File: config.mk
export PLATFORM = sky130hd
export DESIGN_NAME = gcd_lcm_unit
export DESIGN_NICKNAME = d
export VERILOG_FILES = /design/src/hdl/gclu_pkg.sv /design/src/hdl/gclu_alu.sv /design/src/hdl/gcd_lcm_unit.sv
export SDC_FILE = /design/constraint.sdc
export NUM_CORES = 1
export LEC_CHECK = 0
export BUFFER_PORTS_ARGS = -buffer_cell sky130_fd_sc_hd__buf_2
export CELL_PAD_IN_SITES_DETAIL_PLACEMENT = 2
export CELL_PAD_IN_SITES_GLOBAL_PLACEMENT = 2
export CORE_MARGIN = 2
export CORE_UTILIZATION = 35
export CTS_CLUSTER_SIZE = 16
export DETAILED_ROUTE_END_ITERATION = 7
export PLACE_DENSITY_LB_ADDON = 0.1
export SETUP_SLACK_MARGIN = 0.02
export SLEW_MARGIN = 20
export SYNTH_ARGS = -nofsm -noshare
export SYNTH_HDL_FRONTEND = slang
export SYNTH_HIERARCHICAL = 1
export SYNTH_SLANG_ARGS = --single-unit
File: constraint.sdc
create_clock -name i_clk -period 12.9 [get_ports i_clk]
set_input_delay 1.29 -clock i_clk [delete_from_list [all_inputs] [get_ports i_clk]]
set_output_delay 1.29 -clock i_clk [all_outputs]
set_load 0.005 [all_outputs]
File: src/hdl/gclu_pkg.sv
// gclu_pkg: shared types and constants for the gcd / lcm unit
// no dependencies; imported by gclu_alu, gcd_lcm_unit and gcd_lcm_unit_tb
`default_nettype none

package gclu_pkg;

    localparam int OPERAND_WIDTH_DEF = 32;
    localparam int FIELD_WIDTH       = 32;
    localparam int RESULT_WIDTH      = 64;

    localparam logic OP_GCD = 1'b0;
    localparam logic OP_LCM = 1'b1;

    typedef struct packed {
        logic                   op;
        logic [FIELD_WIDTH-1:0] operand_a;
        logic [FIELD_WIDTH-1:0] operand_b;
    } t_in_item;

    typedef struct packed {
        logic [RESULT_WIDTH-1:0] result_value;
        logic                    undefined_flag;
    } t_out_item;

endpackage

`default_nettype wire

File: src/hdl/gclu_alu.sv
// gclu_alu: shared add / subtract unit with carry out
// depends on gclu_pkg for the default width
`default_nettype none

module gclu_alu
    import gclu_pkg::*;
#(
    parameter int WIDTH = 2 * OPERAND_WIDTH_DEF
) (
    input  logic             i_sub,
    input  logic [WIDTH-1:0] i_a,
    input  logic [WIDTH-1:0] i_b,
    output logic [WIDTH-1:0] o_sum,
    output logic             o_carry
);

    logic [WIDTH:0] w_sum;

    // carry set on subtract means no borrow
    assign w_sum   = {1'b0, i_a} + {1'b0, i_b ^ {WIDTH{i_sub}}} + {{WIDTH{1'b0}}, i_sub};
    assign o_sum   = w_sum[WIDTH-1:0];
    assign o_carry = w_sum[WIDTH];

endmodule

`default_nettype wire

File: src/hdl/gcd_lcm_unit.sv
// Iterative gcd / lcm unit. One item is taken when start is high and busy is low; its
// single result appears on o_result for exactly one cycle with o_strobe high, and the
// receiver must take it then. An operand of zero gives its result in the next cycle. Otherwise the
// gcd is found by the binary method, one shift, swap or subtract per cycle through the
// shared adder; an lcm then adds a restoring division of operand_a by the gcd and a
// shift-add multiply of the quotient by operand_b, again on the same adder. Operand
// bits above OPERAND_WIDTH are ignored.
// depends on gclu_pkg and gclu_alu
`default_nettype none

module gcd_lcm_unit
    import gclu_pkg::*;
#(
    parameter int OPERAND_WIDTH = OPERAND_WIDTH_DEF
) (
    input  wire       i_clk,
    input  wire       i_rst_n,
    input  wire       start,
    input  t_in_item  i_item,
    output logic      busy,
    output logic      o_strobe,
    output t_out_item o_result
);

    localparam int W  = OPERAND_WIDTH;
    localparam int DW = 2 * OPERAND_WIDTH;
    localparam int KW = $clog2(OPERAND_WIDTH);
    localparam logic [KW-1:0] CNT_LAST = KW'(OPERAND_WIDTH - 1);

    typedef enum logic [2:0] {
        S_IDLE,
        S_GCD,
        S_DIV,
        S_MUL
    } t_state;

    t_state r_state, n_state;
    logic              r_op, n_op;
    logic [W-1:0]      r_a, n_a;
    logic [W-1:0]      r_b, n_b;
    logic [W-1:0]      r_x, n_x;
    logic [W-1:0]      r_y, n_y;
    logic [KW-1:0]     r_k, n_k;
    logic [W-1:0]      r_rem, n_rem;
    logic [W-1:0]      r_q, n_q;
    logic [DW-1:0]     r_acc, n_acc;
    logic [KW-1:0]     r_cnt, n_cnt;
    logic              r_strobe, n_strobe;
    t_out_item         r_result, n_result;

    logic              w_sub;
    logic [DW-1:0]     w_alu_a;
    logic [DW-1:0]     w_alu_b;
    logic [DW-1:0]     w_alu_sum;
    logic              w_alu_carry;
    logic [W-1:0]      w_in_a;
    logic [W-1:0]      w_in_b;
    logic [W-1:0]      w_gcd;
    logic [W:0]        w_rem_sh;

    gclu_alu #(
        .WIDTH (DW)
    ) u_alu (
        .i_sub   (w_sub),
        .i_a     (w_alu_a),
        .i_b     (w_alu_b),
        .o_sum   (w_alu_sum),
        .o_carry (w_alu_carry)
    );

    assign w_in_a   = i_item.operand_a[W-1:0];
    assign w_in_b   = i_item.operand_b[W-1:0];
    assign w_gcd    = r_x << r_k;
    assign w_rem_sh = {r_rem, r_q[W-1]};

    // shared adder operand selection
    always_comb begin
        w_sub   = 1'b1;
        w_alu_a = DW'(r_x);
        w_alu_b = DW'(r_y);
        case (r_state)
            S_DIV: begin
                w_alu_a = DW'(w_rem_sh);
                w_alu_b = DW'(r_y);
            end
            S_MUL: begin
                w_sub   = 1'b0;
                w_alu_a = {r_acc[DW-2:0], 1'b0};
                w_alu_b = r_q[W-1] ? DW'(r_b) : '0;
            end
            default: begin
                w_sub   = 1'b1;
            end
        endcase
    end

    always_comb begin
        n_state  = r_state;
        n_op     = r_op;
        n_a      = r_a;
        n_b      = r_b;
        n_x      = r_x;
        n_y      = r_y;
        n_k      = r_k;
        n_rem    = r_rem;
        n_q      = r_q;
        n_acc    = r_acc;
        n_cnt    = r_cnt;
        n_strobe = 1'b0;
        n_result = r_result;
        case (r_state)
            S_IDLE: begin
                if (start) begin
                    n_op = i_item.op;
                    n_a  = w_in_a;
                    n_b  = w_in_b;
                    n_x  = w_in_a;
                    n_y  = w_in_b;
                    n_k  = '0;
                    if (w_in_a == '0 || w_in_b == '0) begin
                        n_strobe                = 1'b1;
                        n_result.result_value   = (i_item.op == OP_GCD) ?
                                                  RESULT_WIDTH'(w_in_a | w_in_b) : '0;
                        n_result.undefined_flag = (i_item.op == OP_LCM) &&
                                                  (w_in_a == '0) && (w_in_b == '0);
                    end else begin
                        n_state = S_GCD;
                    end
                end
            end
            S_GCD: begin
                if (!r_x[0] && !r_y[0]) begin
                    n_x = r_x >> 1;
                    n_y = r_y >> 1;
                    n_k = r_k + 1'b1;
                end else if (!r_x[0]) begin
                    n_x = r_x >> 1;
                end else if (!r_y[0]) begin
                    n_y = r_y >> 1;
                end else if (!w_alu_carry) begin
                    // keep the larger value in x
                    n_x = r_y;
                    n_y = r_x;
                end else if (w_alu_sum[W-1:0] == '0) begin
                    if (r_op == OP_GCD) begin
                        n_state                 = S_IDLE;
                        n_strobe                = 1'b1;
                        n_result.result_value   = RESULT_WIDTH'(w_gcd);
                        n_result.undefined_flag = 1'b0;
                    end else begin
                        n_state = S_DIV;
                        n_y     = w_gcd;
                        n_q     = r_a;
                        n_rem   = '0;
                        n_cnt   = CNT_LAST;
                    end
                end else begin
                    n_x = w_alu_sum[W-1:0];
                end
            end
            S_DIV: begin
                if (w_alu_carry) begin
                    n_rem = w_alu_sum[W-1:0];
                end else begin
                    n_rem = w_rem_sh[W-1:0];
                end
                n_q   = {r_q[W-2:0], w_alu_carry};
                n_cnt = r_cnt - 1'b1;
                if (r_cnt == '0) begin
                    n_state = S_MUL;
                    n_cnt   = CNT_LAST;
                    n_acc   = '0;
                end
            end
            S_MUL: begin
                n_acc = w_alu_sum;
                n_q   = {r_q[W-2:0], 1'b0};
                n_cnt = r_cnt - 1'b1;
                if (r_cnt == '0) begin
                    n_state                 = S_IDLE;
                    n_strobe                = 1'b1;
                    n_result.result_value   = RESULT_WIDTH'(w_alu_sum);
                    n_result.undefined_flag = 1'b0;
                end
            end
            default: begin
                n_state = S_IDLE;
            end
        endcase
    end

    always_ff @(posedge i_clk) begin
        if (!i_rst_n) begin
            r_state  <= S_IDLE;
            r_strobe <= 1'b0;
        end else begin
            r_state  <= n_state;
            r_strobe <= n_strobe;
        end
        r_op     <= n_op;
        r_a      <= n_a;
        r_b      <= n_b;
        r_x      <= n_x;
        r_y      <= n_y;
        r_k      <= n_k;
        r_rem    <= n_rem;
        r_q      <= n_q;
        r_acc    <= n_acc;
        r_cnt    <= n_cnt;
        r_result <= n_result;
    end

    assign busy     = (r_state != S_IDLE);
    assign o_strobe = r_strobe;
    assign o_result = r_result;

endmodule

`default_nettype wire

==> results_dict.tcl, run 1 <==
set metrics [dict create \
    cts_tree "yes" \
    post_cts_buffers 0 \
    vias_per_cell 5.96 \
    cellPowerDensity_mw_per_mm2 139 \
    clockBufferDepth 3 \
    ys_warn_count 6 \
    crit_fanout 79 \
    crit_path_frequent_cell "buf_4" \
    peakVddDrop_mv 0.0885 \
    fin_tns_setup_ps 0 \
    overflow 0 \
    seqPwrFrac 0.382 \
    wl_mm 94.2 \
    cts_sinks 334 \
    path_clk_slew_ps 60 \
    rsz0062_at_grt "no" \
    switching_power_uw 1200 \
    ys_top_cells_by_area "edfxtp_1 (45%), a21oi_1 (4.2%), nor2_1 (3.8%)" \
    num_vias 19200 \
    wire_per_inst_um 29.3 \
    ios 135 \
    ys_seq_area_frac 0.450 \
    initial_core_util 0.353 \
    drc 0 \
    fp.dieArea_mm2 0.0656 \
    cp_cell_sequence "buf_4 -> and2_2 -> clkinv_2 -> nand2_1 -> nand2_1 -> mux2_2 -> fa_1 -> a21oi_1 -> o211ai_1 -> nand3_1 -> a2111oi_1 -> o31ai_1 -> o211ai_1 -> a21oi_1 -> nor2_1 -> a211oi_1 -> o21ai_4 -> buf_4 -> inv_2 -> o31ai_1 -> a31oi_4 -> buf_4" \
    clk_latency_ps 610 \
    path_class "reg -> reg" \
    async_reset_ff_frac 0 \
    worstMarginPinSlew_ps 1060 \
    grt_max_degree 99 \
    slowest_stage "clkinv_2" \
    fin_crit_sh 0.698 \
    drtPass1Iterations 5 \
    antenna_left 0 \
    post-route-min-period_ps 9000 \
    antenna_found_initial 1 \
    p_comb_frac 0.251 \
    rows 92 \
    drive_gt1_frac 0.146 \
    first_global_vias 20300 \
    p_int_uw 2290 \
    yosys.area.top_type "edfxtp_1" \
    drt_iter0_markers 1287 \
    synth_area_per_cell_um2 9.79 \
    skew_ps 38.6 \
    area.growth.synth_to_final_pct 13.0 \
    cap_violations 0 \
    slowest_delay_ps 730 \
    yosys_most_used_dff "edfxtp_1" \
    timing_hold_violations_final 0 \
    clock.fmax_mhz 111 \
    layout_setup_ws_ps 3900 \
    die_h_um 256 \
    status "finished, final reports clean" \
    grt_usage 0.283 \
    place_ws_ps 4100 \
    cp-end-kind "flip-flop" \
    portBuffers 134 \
    hpwlAfterDp_mm 69.5 \
    synth.most_common_cell "edfxtp_1" \
    place_inst 3141 \
    required_ps 13140 \
    die_x_um 256 \
    path_buf_inv 5 \
    htree_levels 2 \
    synth_edf_count 331 \
    final_cells 3215 \
    critPathTopFamily "compound AO/OA/AOI/OAI gates" \
    setup_viol 0 \
    synth_top_area_frac 0.447 \
    coreArea_mm2 0.0630 \
    worstPathArrival_ps 9240 \
    ys_ff_latch 334 \
    synthDistinctLibCells 93 \
    post_cts_resized 0 \
    slew_violations 0 \
    total_power_uw 3490 \
    gp_congestion 0.895 \
    netSwitchingFraction 0.343 \
    cp-start-kind "flip-flop" \
    antenna_cells 0 \
    ys_top_cells_by_count "edfxtp_1 (331), nor2_1 (228), nand2_1 (210), a21oi_1 (187), o21ai_0 (151)" \
    syn_area_mm2 0.0222 \
    slew_headroom 0.285 \
    power.share.clock 0.367 \
    min_path_type "reg -> reg" \
    grt_pass1_wl_mm 139 \
    leakage_uw 0.00962 \
    hold_buffers 0 \
    synth_cells 2271 \
    fin_nets 2472 \
    numCtsBuffers 41 \
    root_buffer "clkbuf_16" \
]
cell type report:
class	instances	area [um2]
clock inverters	25	379
repair buffers	163	908
inverters	91	343
multi-input cells	1707	11400
fillers	6800	37800
well taps	846	1060
flip-flops and latches	334	10000
clock buffers	49	1060
power by group through the flow:
stage	combinational (uW)	clock [uW]	sequential, uW
3_5_place_dp	863	0	1350
3_3_place_gp	845	0	1350
5_1_grt	939	1340	1340
6_report	876	1280	1330
4_1_cts	871	1300	1330
2_1_floorplan	562	0	1310
cell families (layout without fill, tap and decap cells):
logic type / Yosys count / in the layout / share of synthesized area
muxes: 149 / 149 / 0.0877
AOI/OAI and AO/OA: 581 / 581 / 0.168
and+or+nand+nor: 750 / 750 / 0.159
other: 1 / 32 / 0.000169
DFF: 334 / 334 / 0.450
adders and majority gates: 66 / 66 / 0.0375
buffers and inverters: 261 / 328 / 0.0473
xor gates and xnor gates: 129 / 129 / 0.0508
through the flow:
step | area [um2] | util | hold WS [ps]
after detailed placement | 23700 | 0.376 | 536
after floorplan | 22400 | - | 523
after global routing | 25100 | 0.399 | 558
final | 25100 | 0.399 | 542
after CTS | 25100 | 0.399 | 548
after global placement | 23700 | 0.376 | 526
worst paths after layout:
path | from | endpoint | slack [ps] | cells past startpoint
max | r_state[0] | r_x[5] | 3900 | 22
min | r_a[8] | r_q[8] | 540 | 1
max reg2reg | r_state[0] | r_x[5] | 3900 | 22
min reg2reg | r_a[8] | r_q[8] | 540 | 1
registers in the layout (all words and copies together), names as in the netlist:
register / flops
r_state: 2
r_acc: 63
r_q: 32
o_strobe: 1
r_x: 32
r_b: 32
r_op: 1
r_cnt: 5
r_a: 32
r_k: 5
r_rem: 32
r_y: 32
o_result: 65
cells in the final DEF (no fill, tap or decap), types with 9 or more instances in the layout:
cell and count:
a21o_1 24, a21oi_1 186, a221oi_1 35, a311oi_1 12
and3_1 104, buf_2 134, buf_4 28, clkbuf_16 41
clkinv_1 9, conb_1 32, edfxtp_1 331, ha_1 65
inv_1 86, mux2_2 49, mux2i_1 68, mux4_2 29
nand2_1 210, nand2b_1 12, nand3_1 64, nand4_1 28
nor2_1 227, nor3_1 27, nor4_1 27, o211ai_1 12
o21a_1 11, o21ai_0 150, o21bai_1 18, o221ai_1 28
o22ai_1 20, or3_1 10, xnor2_1 46, xor2_1 83
worst register-to-register path, stage by stage, from the launching register on:
cell       delay [ps]
dfxtp_4           380
buf_4             530
and2_2            760
clkinv_2          740
nand2_1           270
nand2_1           110
mux2_2            330
fa_1              450
a21oi_1           270
o211ai_1          210
nand3_1           200
a2111oi_1         150
o31ai_1           650
o211ai_1          370
a21oi_1           340
nor2_1            110
a211oi_1          540
o21ai_4            90
buf_4             370
inv_2             520
o31ai_1           200
a31oi_4           590
buf_4             450
per-layer routing:
metal | vias up | track usage | part of all wire
li1 | 8547 | - | -
met1 | 9836 | 0.354 | 0.41
met2 | 589 | 0.492 | 0.50
met3 | 182 | 0.0320 | 0.042
met4 | 2 | 0.120 | 0.047
met5 | - | 0 | 0.00013
Note: power is estimated with default switching activity, not from simulation.
==> inputs of run 2 (changes only) <==
Clock period 12.9 ns to 8.1 ns, I/O delays scaled along.
==> run 2 against run 1 <==
Compared with the run above:
- combinational power increased by 60%
- clock skew decreased by 15 ps
- register-to-register slack got worse by 3200 ps
- flip-flop and latch count unchanged
- non-clock buffer count increased by 8
- count of clock-buffer cells in the layout increased by 8
- global-route usage increased by 0.37 points
- sequential share of layout area about the same
- die area unchanged
- largest power group unchanged
- highest routed layer is now met4
==> results_dict.tcl, run 2 (synthesis results as in run 1) <==
set metrics [dict create \
    status "finished, final reports clean" \
    die_x_um 256 \
    fin_area_mm2 0.0251 \
    overflow 0 \
    drt_iter0_markers 1367 \
    fin_nets 2481 \
    layout_common_cells "edfxtp_1 (331), nor2_1 (227), nand2_1 (210)" \
    initial_core_util 0.353 \
    fp.dieArea_mm2 0.0656 \
    peakVddDrop_mv 0.230 \
    antenna_left 0 \
    wl_mm 95.2 \
    area.growth.synth_to_final_pct 13.0 \
    leakage_uw 0.00964 \
    clk_latency_ps 600 \
    path_buf_inv 4 \
    post_cts_buffers 0 \
    coreArea_mm2 0.0630 \
    num_vias 19600 \
    root_buffer "clkbuf_16" \
    critPathTopFamily "simple AND/OR/NAND/NOR gates" \
    slowest_delay_ps 730 \
    worstPathArrival_ps 7620 \
    crit_fanout 62 \
    largest_reg_flops 65 \
    htree_levels 2 \
    fin_tns_setup_ps 0 \
    cp-end-kind "flip-flop" \
    min_path_type "in -> reg" \
    place_ws_ps 862 \
    timing_hold_violations_final 0 \
    wire_per_inst_um 29.5 \
    switching_power_uw 1890 \
    grt_pass1_wl_mm 141 \
    cp-start-kind "flip-flop" \
    grt_max_degree 135 \
    seqPwrFrac 0.390 \
    post-route-min-period_ps 7410 \
    slew_headroom 0.309 \
    die_h_um 256 \
    fin_crit_sh 0.914 \
    hold_buffers 0 \
    reg2reg_slack_ps 690 \
    rsz0062_at_grt "no" \
    power.share.clock 0.353 \
    cellPowerDensity_mw_per_mm2 217 \
    worstMarginPinSlew_ps 1030 \
    drive_gt1_frac 0.148 \
    cp_cell_sequence "and2_2 -> buf_12 -> nand3_1 -> nand2_1 -> mux2_2 -> fa_1 -> a21oi_1 -> o211ai_1 -> nand3_1 -> nand2_1 -> a21oi_1 -> nor2_1 -> nor2_1 -> o21ai_0 -> a21oi_1 -> xnor2_1 -> nor4_1 -> nand4_1 -> buf_4 -> nor2_1 -> buf_4 -> a31oi_1 -> nor3_4 -> buf_4" \
    hpwlAfterDp_mm 69.7 \
    cts_tree "yes" \
    antenna_found_initial 1 \
    clockBufferDepth 3 \
    drc 0 \
    final_cells 3226 \
    place_area_mm2 0.0238 \
    vias_per_cell 6.06 \
    portBuffers 134 \
    p_int_uw 3580 \
    required_ps 8310 \
    cap_violations 0 \
    path_clk_slew_ps 60 \
    first_global_vias 20800 \
    place_inst 3149 \
    ios 135 \
    path_class "reg -> reg" \
    mostFrequentLayoutCell "edfxtp_1" \
    skew_ps 23.8 \
    numCtsBuffers 42 \
    netSwitchingFraction 0.346 \
    slowest_stage "nor4_1" \
    p_comb_frac 0.257 \
    gp_congestion 0.911 \
    layout_setup_ws_ps 694 \
    drtPass1Iterations 5 \
    post_cts_resized 0 \
    grt_usage 0.286 \
    slew_violations 0 \
    clock.fmax_mhz 135 \
    cts_sinks 334 \
    setup_viol 0 \
    rows 92 \
]
-- run 2: power groups by stage --
stage	logic, uW	clock network [uW]	registers (uW)
floorplan	895	0	2090
global placement	1340	0	2160
detailed placement	1370	0	2160
CTS	1380	1960	2130
global route	1510	2020	2140
finish	1400	1930	2130
-- run 2: worst register-to-register path, stage by stage, from the launching register on --
cell and delay, ps:
dfxtp_4 670, and2_2 310, buf_12 290, nand3_1 140, nand2_1 150, mux2_2 380
fa_1 440, a21oi_1 240, o211ai_1 190, nand3_1 240, nand2_1 150, a21oi_1 380
nor2_1 80, nor2_1 210, o21ai_0 160, a21oi_1 190, xnor2_1 140, nor4_1 730
nand4_1 180, buf_4 230, nor2_1 140, buf_4 200, a31oi_1 240, nor3_4 290
buf_4 560
-- run 2: area by class of cell --
type	count	area, um2
Antenna cell	1	2.50
Clock buffer	57	1140
Clock inverter	19	230
Fill cell	6831	37800
Inverter	91	343
Multi-Input combinational cell	1707	11400
Sequential cell	334	10000
Tap cell	846	1060
Timing Repair Buffer	171	990
-- run 2: stage by stage --
stage                     power (uW)  utilization  hold slack (ps)
final                           5470        0.399              463
after global routing            5670        0.399              443
after CTS                       5470        0.399              433
after detailed placement        3530        0.377              534
after global placement          3500        0.377              525
after floorplan                 2980            -              523
-- run 2: metal layers --
metal | share of wire | routed length (um) | global-route usage | up-vias
met1 | 0.41 | 38800 | 0.354 | 10100
met5 | 0 | 0 | 0 | -
met3 | 0.049 | 4650 | 0.0340 | 181
li1 | - | - | - | 8584
met2 | 0.50 | 47400 | 0.503 | 671
met4 | 0.046 | 4330 | 0.122 | 0
-- run 2: final timing paths --
path | end | start | depth (start not counted)
setup / recovery | o_result[37] | r_state[0] | 24
hold reg to reg | r_q[16] | r_q[15] | 1
setup reg to reg | o_result[37] | r_state[0] | 24
hold / removal | r_a[21] | i_item[53] | 1
==> inputs of run 3 (changes only) <==
Settings changed: PLACE_DENSITY set to 0.84, PLACE_DENSITY_LB_ADDON 0.1 to not set.
==> run 3 against run 2 <==
Compared with the run above:
- utilization fell by 0.19 points
- clock skew up 7.9 ps
- design area is 0.48% lower
- worst hold slack worse by 20 ps
- largest power group unchanged
==> results_dict.tcl, run 3 (synthesis results as in run 1) <==
set metrics [dict create \
    path_buf_inv 3 \
    cp-end-kind "flip-flop" \
    slowest_delay_ps 800 \
    seqPwrFrac 0.398 \
    drive_gt1_frac 0.147 \
    largest_reg_flops 65 \
    post_cts_buffers 0 \
    overflow 0 \
    fin_tns_setup_ps 0 \
    required_ps 8380 \
    cts_tree "yes" \
    crit_end "r_rem[29]" \
    cap_violations 0 \
    grt.met3_usage 0.0472 \
    grt_pass1_wl_mm 141 \
    gp_congestion 0.948 \
    worst-path-stages 23 \
    slew_violations 0 \
    rsz0062_at_grt "no" \
    first_global_vias 21400 \
    post-route-min-period_ps 7280 \
    grt_max_degree 174 \
    die_x_um 256 \
    drtPass1Iterations 7 \
    vias_per_cell 6.17 \
    path_clk_slew_ps 60 \
    netSwitchingFraction 0.350 \
    cp_cell_sequence "and2_2 -> buf_4 -> nand3_1 -> o21ai_0 -> xor2_1 -> ha_1 -> a21oi_1 -> o21ai_0 -> a21boi_1 -> nand2_1 -> a21oi_1 -> nor2_1 -> nor2_1 -> o21ai_0 -> a21oi_1 -> xnor2_1 -> nor4_1 -> nand4_1 -> buf_4 -> nor2_1 -> a31oi_1 -> a21oi_4 -> buf_4" \
    utilization 0.397 \
    crit_fanout 48 \
    rows 92 \
    htree_levels 2 \
    hold_buffers 0 \
    min_path_type "in -> reg" \
    use_met1 0.349 \
    path_class "reg -> reg" \
    wire_per_inst_um 29.1 \
    fin_hold_ws_ps 444 \
    place_ws_ps 953 \
    leakage_uw 0.00958 \
    r2r-start "r_state[1]" \
    status "finished, final reports clean" \
    timing_hold_violations_final 0 \
    clk_latency_ps 600 \
    initial_core_util 0.353 \
    drc 0 \
    antenna_found_initial 3 \
    fin_nets 2481 \
    mostFrequentLayoutCell "edfxtp_1" \
    power.share.clock 0.337 \
    drt_iter0_markers 1679 \
    r2r_cells 23 \
    num_vias 19900 \
    numCtsBuffers 41 \
    antenna_left 0 \
    slew_headroom 0.242 \
    portBuffers 134 \
    post_cts_resized 0 \
    rr_endpoint "r_rem[29]" \
    critPathTopFamily "compound AO/OA/AOI/OAI gates" \
    peakVddDrop_mv 0.182 \
    reg2reg_slack_ps 820 \
    fin_crit_sh 0.898 \
    switching_power_uw 1880 \
    antenna_cells 0 \
    fp.dieArea_mm2 0.0656 \
    cellPowerDensity_mw_per_mm2 214 \
    coreArea_mm2 0.0630 \
    wl_mm 93.9 \
    setup_viol 0 \
    top_usage_layer "met2" \
    clock.fmax_mhz 137 \
    root_buffer "clkbuf_16" \
    cp-start-kind "flip-flop" \
    fin_area_mm2 0.0250 \
    p_comb_frac 0.265 \
    die_h_um 256 \
    clockBufferDepth 3 \
    hpwlAfterDp_mm 68.1 \
    place_area_mm2 0.0237 \
    slowest_stage "a21oi_4" \
    worstMarginPinSlew_ps 1130 \
    p_int_uw 3480 \
    cp-startpoint "r_state[1]" \
    globalRouteMet2Util 0.463 \
    area.growth.synth_to_final_pct 12.5 \
    cts_sinks 334 \
    skew_ps 31.7 \
    layout_common_cells "edfxtp_1 (331), nor2_1 (227), nand2_1 (210)" \
    grt_usage 0.280 \
    ios 135 \
    layout_setup_ws_ps 823 \
    worstPathArrival_ps 7560 \
]
run 3: cell types whose count changed in the layout (fill, tap and decap cells not counted), sizes merged:
cell	change
buf	+1
bufinv	-2
clkbuf	-5
clkinv	+4
clkinvlp	+1
diode	-1
inv	-1
run 3: power groups by stage:
stage          Sequential, uW  Combinational, uW  Clock [uW]
6_report                 2130               1420        1800
5_1_grt                  2140               1500        1890
4_1_cts                  2130               1380        1830
3_5_place_dp             2160               1360           0
3_3_place_gp             2150               1300           0
2_1_floorplan            2090                895           0
run 3: layout make-up:
type / instances / area [um2]
clock buffer: 52 / 1090
clock inverter: 21 / 178
fill: 6815 / 37900
inverter: 91 / 343
multi-input combinational: 1707 / 11400
sequential: 334 / 10000
tap: 846 / 1060
timing repair buffer: 172 / 968
run 3: how the worst min path moves through the flow:
stage	endpoint	cells after the start	slack (ps)	from
3_5_place_dp	r_q[27]	1	530	r_q[26]
4_1_cts	r_a[18]	1	430	i_item[50]
3_3_place_gp	r_q[20]	1	520	r_q[19]
5_1_grt	r_a[18]	1	440	i_item[50]
2_1_floorplan	r_q[14]	1	520	r_q[13]
6_report	r_a[18]	1	440	i_item[50]
run 3: metrics by stage:
step                std cells  power (uW)
floorplan                2302        2980
detailed placement       3150        3520
global route             3223        5530
finish                   3223        5360
CTS                      3223        5330
global placement         3150        3450
run 3: layer usage:
metal,share of wire,up-vias
li1,-,8560
met1,0.40,10100
met2,0.48,973
met3,0.068,279
met4,0.059,6
met5,0.00029,-
